==> src/sv/lztd_pkg.sv <==
// ---------------------------------------------------------------------------
// lztd_pkg
// Shared types and constants of the LZ77 token decompressor.
// ---------------------------------------------------------------------------
package lztd_pkg;

    localparam int HISTORY_SIZE = 65536;
    localparam int HIST_AW      = $clog2(HISTORY_SIZE);
    localparam int BYTES_PER_RESULT = 8;

    localparam logic [7:0] MAGIC_0 = 8'h56;
    localparam logic [7:0] MAGIC_1 = 8'h4C;
    localparam logic [7:0] MAGIC_2 = 8'h5A;
    localparam logic [7:0] MAGIC_3 = 8'h31;
    localparam logic [2:0] FMT_MIN4 = 3'd3;
    localparam logic [3:0] VARINT_MAX = 4'd10;

    typedef enum logic [2:0] {
        ST_OK     = 3'd0,
        ST_HEADER = 3'd1,
        ST_TOKEN  = 3'd2,
        ST_OFFSET = 3'd3,
        ST_LENGTH = 3'd4
    } status_t;

    typedef enum logic [1:0] {
        CMD_NONE  = 2'd0,
        CMD_LIT   = 2'd1,
        CMD_MATCH = 2'd2
    } cmd_kind_t;

    // One decoded action handed from the parser to the copy engine.
    typedef struct packed {
        cmd_kind_t          kind;
        logic [7:0]         lit;
        logic [7:0]         len;
        logic [HIST_AW-1:0] off;
        logic               done;
        status_t            status;
    } cmd_t;

endpackage

==> src/sv/lztd_cmd_fifo.sv <==
// ---------------------------------------------------------------------------
// lztd_cmd_fifo
// Two-entry command queue between the parser and the copy engine.
// ---------------------------------------------------------------------------
module lztd_cmd_fifo import lztd_pkg::*; (
    input  logic clk,
    input  logic rst_n,
    input  logic push,
    input  cmd_t push_cmd,
    input  logic pop,
    output cmd_t head,
    output logic full,
    output logic not_empty
);

    cmd_t       entry_reg [2];
    logic       wr_reg, rd_reg;
    logic [1:0] cnt_reg;

    assign head      = entry_reg[rd_reg];
    assign full      = cnt_reg == 2'd2;
    assign not_empty = cnt_reg != 2'd0;

    always_ff @(posedge clk)
    begin
        if (push)
        begin
            entry_reg[wr_reg] <= push_cmd;
        end
    end

    always_ff @(posedge clk or negedge rst_n)
    begin
        if (!rst_n)
        begin
            wr_reg  <= 1'b0;
            rd_reg  <= 1'b0;
            cnt_reg <= '0;
        end
        else
        begin
            if (push)
            begin
                wr_reg <= !wr_reg;
            end
            if (pop)
            begin
                rd_reg <= !rd_reg;
            end
            cnt_reg <= cnt_reg + {1'b0, push} - {1'b0, pop};
        end
    end

endmodule

==> config.mk <==
export PLATFORM = sky130hd
export DESIGN_NAME = lztd_cmd_fifo
export DESIGN_NICKNAME = d
export VERILOG_FILES = /design/src/sv/lztd_pkg.sv /design/src/sv/lztd_cmd_fifo.sv
export SDC_FILE = /design/constraint.sdc
export NUM_CORES = 1
export LEC_CHECK = 0
export ABC_AREA = 1
export BUFFER_PORTS_ARGS = -buffer_cell sky130_fd_sc_hd__buf_2
export CORE_MARGIN = 8
export CORE_UTILIZATION = 51
export CTS_CLUSTER_DIAMETER = 150
export DETAILED_ROUTE_END_ITERATION = 8
export PLACE_DENSITY = 0.78
export RECOVER_POWER = 100
export SLEW_MARGIN = 20
export SYNTH_ARGS = -nofsm -noshare
export SYNTH_HDL_FRONTEND = slang
export SYNTH_SLANG_ARGS = --single-unit
==> constraint.sdc <==
create_clock -name clk -period 3.5 [get_ports clk]
set_clock_uncertainty 0.1 [all_clocks]
set_input_delay 0.7 -clock clk [delete_from_list [all_inputs] [get_ports clk]]
set_output_delay 0.7 -clock clk [all_outputs]
set_load 0.02 [all_outputs]
==> results of run 1 <==
-- logic make-up after synthesis --
group,Yosys count,synth area share [%]
compound gates,38,6.29
fa+ha+maj,2,0.827
xor+xnor,2,0.579
simple gates,48,6.00
flops,80,78.8
buf+inv,53,7.53
-- cell usage after synthesis (all sizes together) --
cell type,n
nand2,45
o21ai,38
xor2,2
clkbuf,2
nor2,2
nand3,1
edfxtp,76
dfrtp,4
inv,45
buf,6
ha,2
-- layout make-up --
class	instances	share of cell area (%)
tap	75	2.57
timing repair buffer	84	10.1
inverter	45	4.62
sequential	80	65.2
clock inverter	4	1.92
multi-input combinational	90	11.5
clock buffer	12	3.97
-- layout by cell type, fill, tap and decap left out --
cell,n
sky130_fd_sc_hd__edfxtp_1,76
sky130_fd_sc_hd__clkbuf_8,10
sky130_fd_sc_hd__inv_1,44
sky130_fd_sc_hd__nand3_1,1
sky130_fd_sc_hd__clkinv_2,2
sky130_fd_sc_hd__xor2_1,2
sky130_fd_sc_hd__buf_12,1
sky130_fd_sc_hd__buf_2,28
sky130_fd_sc_hd__dfrtp_2,1
sky130_fd_sc_hd__nor2_1,1
sky130_fd_sc_hd__buf_4,1
sky130_fd_sc_hd__bufinv_16,2
sky130_fd_sc_hd__nand2_1,45
sky130_fd_sc_hd__o21ai_0,30
sky130_fd_sc_hd__nor2_4,1
sky130_fd_sc_hd__clkinv_1,1
sky130_fd_sc_hd__dfrtp_1,3
sky130_fd_sc_hd__ha_1,2
sky130_fd_sc_hd__clkbuf_1,56
sky130_fd_sc_hd__o21ai_1,8
-- power by group --
part	internal, mW	switching [mW]	total (mW)
combinational	0.245	0.748	0.993
sequential	1.28	0.0526	1.33
clock	0.420	0.293	0.713
-- critical path, delay by kind of cell --
| family | cells | cell delay (ps) |
|---|---|---|
| simple gates | 1 | 60 |
| buf+inv | 3 | 1660 |
-- how the worst max path moves through the flow --
stage | startpoint | end | slack (ps)
6_report | push | entry_reg[1][20] | 860
5_1_grt | push | entry_reg[1][28] | 620
4_1_cts | rd_reg | head[25] | 1230
3_5_place_dp | rd_reg | head[25] | 1600
3_3_place_gp | rd_reg | head[25] | 1590
2_1_floorplan | push | entry_reg[0][0] | 630
-- stage by stage --
| step | instance area [µm²] | setup WS, ps | total power [mW] | hold slack [ps] |
|---|---|---|---|---|
| 3_5_place_dp | 3510 | 1600 | 2.43 | 415 |
| 3_3_place_gp | 3510 | 1590 | 2.40 | 413 |
| 6_report | 3650 | 864 | 3.04 | 96.8 |
| 5_1_grt | 3650 | 617 | 3.24 | 91.2 |
| 2_1_floorplan | 3020 | 626 | 2.07 | 304 |
| 4_1_cts | 3720 | 1230 | 3.15 | 44.7 |
-- layer usage --
metal,vias to the layer above,track usage [%]
met1,818,12.4
met4,0,7.79
li1,917,-
met5,-,0
met2,48,20.9
met3,5,4.09
==> metrics.txt, run 1 <==
# TYPE chip_impl_metric gauge
chip_impl_info{name="status",value="finished, violations left"} 1
chip_impl_info{name="violations",value="max-capacitance violations, max-slew violations"} 1
chip_impl_metric{name="global_route.usage.total",unit="%"} 12.1
chip_impl_metric{name="utilization",unit="%"} 62.8
chip_impl_metric{name="worst-slew-pin-transition",unit="ps"} 2100
chip_impl_metric{name="antenna-diode-count",unit=""} 0
chip_impl_metric{name="cts_htree_levels",unit=""} 3
chip_impl_info{name="timing.rr.end",value="entry_reg[1][20]"} 1
chip_impl_metric{name="start_util",unit="%"} 52.0
chip_impl_metric{name="max_cap_viol_count",unit=""} 1
chip_impl_info{name="top_post_synthesis_cells_by_area",value="sky130_fd_sc_hd__edfxtp_1 75%, sky130_fd_sc_hd__inv_1 5.6%, sky130_fd_sc_hd__nand2_1 5.6%, sky130_fd_sc_hd__o21ai_0 5.0%, sky130_fd_sc_hd__dfrtp_1 3.3%"} 1
chip_impl_metric{name="critical_path_peak_fanout",unit=""} 38
chip_impl_metric{name="fin_tns_setup",unit="ps"} 0
chip_impl_info{name="top_layer",value="met4"} 1
chip_impl_metric{name="overall_die_area",unit="µm²"} 8650
chip_impl_metric{name="die_x",unit="µm"} 93.0
chip_impl_metric{name="timing.slew.headroom",unit="%"} -40.2
chip_impl_metric{name="yosys.cell_types.count",unit=""} 14
chip_impl_metric{name="cts.path.max_buffers",unit=""} 2
chip_impl_metric{name="numCtsBuffers",unit=""} 9
chip_impl_metric{name="wl_met3",unit="µm"} 377
chip_impl_metric{name="setup_viol",unit=""} 0
chip_impl_metric{name="placement.io_buffers",unit=""} 81
chip_impl_info{name="list_of_cells_traversed_by_the_critical_path",value="buf_2, nand2_1, clkinv_1, clkbuf_1"} 1
chip_impl_metric{name="nets",unit=""} 354
chip_impl_metric{name="clock_latency",unit="ps"} 330
chip_impl_metric{name="detailedRoute.firstIterationViolations",unit=""} 83
chip_impl_metric{name="synthesis.nets",unit=""} 267
chip_impl_metric{name="met1Wirelength",unit="mm"} 1.97
chip_impl_info{name="rsz0062_at_grt",value="false"} 1
chip_impl_metric{name="vias_in_the_first_global_route",unit=""} 1765
chip_impl_metric{name="top_level_ports",unit=""} 82
chip_impl_metric{name="largest_reg_flops",unit=""} 76
chip_impl_metric{name="num_vias",unit=""} 1788
chip_impl_metric{name="post_cts_setup_buffers",unit=""} 0
chip_impl_metric{name="detailroute.wirelength.met2",unit="mm"} 2.71
chip_impl_metric{name="crit_path_max_cell_delay",unit="ps"} 1490
chip_impl_metric{name="synthesis.yosys.warnings",unit=""} 0
chip_impl_metric{name="clk_pin_slew",unit="ps"} 70
chip_impl_metric{name="num-fill-cells",unit=""} 507
chip_impl_metric{name="ir_worst_vdd",unit="mV"} 0.476
chip_impl_info{name="cts_root_buf",value="sky130_fd_sc_hd__clkbuf_8"} 1
chip_impl_metric{name="antenna_found_initial",unit=""} 0
chip_impl_info{name="criticalPathCategory",value="primary input to flop"} 1
chip_impl_metric{name="drt-pass1-iter-count",unit=""} 4
chip_impl_metric{name="worst_ep_arrival_time",unit="ps"} 2440
chip_impl_metric{name="powerDensity",unit="nW/µm²"} 832
chip_impl_metric{name="place_inst",unit=""} 374
chip_impl_metric{name="slew_violations",unit=""} 39
chip_impl_metric{name="syn_area",unit="µm²"} 3020
chip_impl_metric{name="yosysSeqAreaShare",unit="%"} 78.8
chip_impl_metric{name="ant_nets",unit=""} 0
chip_impl_metric{name="yosysTopAreaCellShare",unit="%"} 75.5
chip_impl_info{name="tritoncts_clock_tree",value="done"} 1
chip_impl_metric{name="grt_start_max_net_pins",unit=""} 78
chip_impl_metric{name="final.period_utilization",unit="%"} 75.3
chip_impl_metric{name="routed_wire_length_per_instance",unit="µm"} 13.1
chip_impl_metric{name="global_route.overflow_total",unit=""} 0
chip_impl_metric{name="sequential_cell_area",unit="µm²"} 2380
chip_impl_info{name="timing.hold.worst.class",value="primary input to async pin"} 1
chip_impl_metric{name="layout_area_overhead",unit="%"} 20.8
chip_impl_metric{name="count_of_hold_buffers_inserted_by_post_cts_repair",unit=""} 0
chip_impl_metric{name="drcViolationCount",unit=""} 0
chip_impl_metric{name="leakagePower",unit="nW"} 1.47
chip_impl_metric{name="gp_congestion",unit=""} 0.723
chip_impl_metric{name="via_per_inst",unit=""} 4.58
chip_impl_info{name="start_kind",value="primary input"} 1
chip_impl_info{name="synth.largest_area_cell",value="sky130_fd_sc_hd__edfxtp_1"} 1
chip_impl_metric{name="syn_area_per_cell",unit="µm²"} 13.6
chip_impl_metric{name="multiInputGateArea",unit="µm²"} 422
chip_impl_metric{name="post_route_cells_drive_above_1_share",unit="%"} 14.6
chip_impl_metric{name="finalHoldViolCount",unit=""} 0
chip_impl_metric{name="worstRegToRegCells",unit=""} 3
chip_impl_metric{name="max_clock_freq",unit="GHz"} 0.379
chip_impl_metric{name="floorplan.rows",unit=""} 28
chip_impl_metric{name="number_of_clock_sinks_seen_by_cts",unit=""} 80
chip_impl_metric{name="cts_resized",unit=""} 0
chip_impl_info{name="timing.rr.start",value="wr_reg"} 1
chip_impl_metric{name="post_synth_inst_count",unit=""} 223
chip_impl_metric{name="grt_pass1_wl",unit="mm"} 7.96
chip_impl_metric{name="final_period_minus_worst_setup_slack",unit="ps"} 2640
chip_impl_metric{name="postSynthRegisterBits",unit=""} 80
chip_impl_metric{name="routed_wirelength",unit="mm"} 5.12
chip_impl_metric{name="timing.reg2reg.setup_slack",unit="ps"} 900
chip_impl_info{name="critical-path-slowest-cell",value="sky130_fd_sc_hd__clkbuf_1"} 1
chip_impl_metric{name="detailed_place_hpwl",unit="mm"} 3.40
chip_impl_metric{name="layout.cells.non_filler",unit=""} 390
chip_impl_metric{name="timing.critical_path.required",unit="ps"} 3310
chip_impl_metric{name="placeableCoreArea",unit="µm²"} 5820
chip_impl_info{name="timing.critical_path.to_type",value="flop"} 1
chip_impl_metric{name="die_y",unit="µm"} 93.0
No activity file was read; power rests on OpenSTA's default activity.
==> run 2, diff against run 1 <==
clock period = 2.7 ns   (was 3.5 ns; I/O delays follow)
==> run 2 against run 1 <==
The flow now finishes without violations. First-iteration DRC count rose by 46%. Clock power down 2%. Design area down 1.8%. Count of clock-buffer cells in the layout decreased by 1. Critical endpoint is now head[4]. Highest routed layer unchanged. Core utilization decreased by 1.1 points. Critical path depth unchanged.
==> metrics.txt, run 2 (synthesis gave the netlist of run 1 again) <==
# TYPE chip_impl_metric gauge
chip_impl_metric{name="start_util",unit="%"} 52.0
chip_impl_metric{name="sequential_cell_area",unit="µm²"} 2380
chip_impl_info{name="start_kind",value="flop"} 1
chip_impl_metric{name="die_x",unit="µm"} 93.0
chip_impl_metric{name="fin_tns_setup",unit="ps"} 0
chip_impl_metric{name="clk_pin_slew",unit="ps"} 80
chip_impl_info{name="layout.cells.most_common",value="sky130_fd_sc_hd__edfxtp_1"} 1
chip_impl_metric{name="vias_in_the_first_global_route",unit=""} 1839
chip_impl_metric{name="post_route_cells_drive_above_1_share",unit="%"} 11.6
chip_impl_metric{name="routed_wire_length_per_instance",unit="µm"} 13.3
chip_impl_metric{name="ant_nets",unit=""} 0
chip_impl_metric{name="post_cts_setup_buffers",unit=""} 0
chip_impl_info{name="timing.critical_path.to_type",value="primary output"} 1
chip_impl_info{name="critPathTopFamily",value="buffers and inverters"} 1
chip_impl_metric{name="gp_congestion",unit=""} 0.746
chip_impl_info{name="status",value="completed"} 1
chip_impl_metric{name="setup_viol",unit=""} 0
chip_impl_metric{name="top_level_ports",unit=""} 82
chip_impl_metric{name="antenna_found_initial",unit=""} 0
chip_impl_metric{name="drt-pass1-iter-count",unit=""} 4
chip_impl_info{name="cts_root_buf",value="sky130_fd_sc_hd__clkbuf_8"} 1
chip_impl_metric{name="routed_wirelength",unit="mm"} 5.25
chip_impl_metric{name="grt_pass1_wl",unit="mm"} 8.43
chip_impl_metric{name="leakagePower",unit="nW"} 1.43
chip_impl_metric{name="global_route.overflow_total",unit=""} 0
chip_impl_metric{name="cts.path.max_buffers",unit=""} 2
chip_impl_info{name="rsz0062_at_grt",value="false"} 1
chip_impl_metric{name="timing.slew.headroom",unit="%"} 36.1
chip_impl_metric{name="num-fill-cells",unit=""} 520
chip_impl_metric{name="critical_path_peak_fanout",unit=""} 29
chip_impl_info{name="critical-path-slowest-cell",value="sky130_fd_sc_hd__dfrtp_2"} 1
chip_impl_metric{name="max_cap_viol_count",unit=""} 0
chip_impl_info{name="list_of_cells_traversed_by_the_critical_path",value="buf_4, nand2_1, o21ai_0, clkbuf_1"} 1
chip_impl_metric{name="placement.io_buffers",unit=""} 81
chip_impl_metric{name="final.period_utilization",unit="%"} 86.3
chip_impl_info{name="criticalPathCategory",value="flop to primary output"} 1
chip_impl_metric{name="via_per_inst",unit=""} 4.58
chip_impl_metric{name="detailedRoute.firstIterationViolations",unit=""} 121
chip_impl_info{name="timing.hold.worst.class",value="primary input to flop"} 1
chip_impl_metric{name="grt_start_max_net_pins",unit=""} 30
chip_impl_metric{name="detailed_place_hpwl",unit="mm"} 3.81
chip_impl_metric{name="slew_violations",unit=""} 0
chip_impl_metric{name="global_route.usage.total",unit="%"} 12.8
chip_impl_metric{name="drcViolationCount",unit=""} 0
chip_impl_metric{name="crit_path_max_cell_delay",unit="ps"} 560
chip_impl_metric{name="cts_resized",unit=""} 0
chip_impl_metric{name="numCtsBuffers",unit=""} 9
chip_impl_metric{name="nets",unit=""} 358
chip_impl_info{name="tritoncts_clock_tree",value="done"} 1
chip_impl_metric{name="num_vias",unit=""} 1803
chip_impl_metric{name="floorplan.rows",unit=""} 28
chip_impl_metric{name="count_of_hold_buffers_inserted_by_post_cts_repair",unit=""} 1
chip_impl_metric{name="final_period_minus_worst_setup_slack",unit="ps"} 2330
chip_impl_metric{name="clock_latency",unit="ps"} 320
chip_impl_metric{name="multiInputGateArea",unit="µm²"} 414
chip_impl_metric{name="powerDensity",unit="nW/µm²"} 1030
chip_impl_metric{name="layout_area_overhead",unit="%"} 18.7
chip_impl_info{name="layout.cells.most_common_list",value="76 x sky130_fd_sc_hd__edfxtp_1, 63 x sky130_fd_sc_hd__clkbuf_1, 45 x sky130_fd_sc_hd__nand2_1, 44 x sky130_fd_sc_hd__inv_1, 30 x sky130_fd_sc_hd__o21ai_0"} 1
chip_impl_metric{name="worst-slew-pin-transition",unit="ps"} 955
chip_impl_metric{name="cts_htree_levels",unit=""} 3
chip_impl_metric{name="die_y",unit="µm"} 93.0
chip_impl_metric{name="timing.critical_path.required",unit="ps"} 2060
chip_impl_metric{name="overall_die_area",unit="µm²"} 8650
chip_impl_metric{name="max_clock_freq",unit="GHz"} 0.429
chip_impl_metric{name="worst_ep_arrival_time",unit="ps"} 1690
chip_impl_metric{name="ir_worst_vdd",unit="mV"} 0.577
chip_impl_metric{name="fin_worst_hold_slack",unit="ps"} 292
chip_impl_metric{name="number_of_clock_sinks_seen_by_cts",unit=""} 80
chip_impl_metric{name="timing.critical_path.buf_inv",unit=""} 2
chip_impl_metric{name="placeableCoreArea",unit="µm²"} 5820
chip_impl_metric{name="finalHoldViolCount",unit=""} 0
chip_impl_metric{name="largest_reg_flops",unit=""} 76
chip_impl_metric{name="antenna-diode-count",unit=""} 0
[run 2: cell count changes in the layout (fill, tap and decap cells not counted), sizes merged]
cell and delta:
buf -5, bufinv -2, clkbuf +7, clkinv +2, clkinvlp +1, dlygate4sd3 +1
[run 2: where the power goes]
| group | switching (mW) | internal, mW | total [mW] |
|---|---|---|---|
| sequential | 0.0976 | 1.65 | 1.75 |
| clock | 0.374 | 0.324 | 0.698 |
| combinational | 0.934 | 0.308 | 1.24 |
| total | 1.41 | 2.29 | 3.69 |
[run 2: layer usage]
| layer | vias to the layer above | track usage (%) | routed length (µm) | share of wire [%] |
|---|---|---|---|---|
| li1 | 922 | - | - | - |
| met1 | 821 | 13.4 | 2090 | 40 |
| met2 | 50 | 22.4 | 2720 | 52 |
| met3 | 10 | 3.61 | 343 | 6.5 |
| met4 | 0 | 7.65 | 106 | 2.0 |
| met5 | - | 0 | 0 | 0 |
[run 2: path summary, 6_finish.rpt]
check                             start                to  slack [ps]  cells past startpoint
min                        push_cmd[27]  entry_reg[1][27]         290                      1
max in group asynchronous         rst_n            rd_reg        1810                      2
min in group asynchronous         rst_n        cnt_reg[0]         480                      2
max reg2reg                      wr_reg  entry_reg[0][32]         480                      2
min reg2reg                      wr_reg            wr_reg         400                      1
max                              rd_reg           head[4]         370                      4
[run 2: cell type report]
cell class | instances | area share [%]
sequential | 80 | 66.4
multi-input combinational | 90 | 11.5
timing repair buffer | 88 | 10.4
inverter | 45 | 4.71
clock buffer | 11 | 3.66
tap | 75 | 2.62
clock inverter | 5 | 0.662
[run 2: per-stage QoR]
| stage | total power, mW | cells | cell area, µm² | setup slack (ps) | util [%] |
|---|---|---|---|---|---|
| floorplan | 2.68 | 223 | 3030 | 637 | - |
| finish | 3.69 | 394 | 3590 | 369 | 61.7 |
| global route | 3.96 | 394 | 3590 | 183 | 61.7 |
| global placement | 3.12 | 377 | 3520 | 815 | 60.5 |
| detailed placement | 3.14 | 377 | 3520 | 784 | 60.5 |
| CTS | 3.85 | 394 | 3680 | 396 | 63.3 |
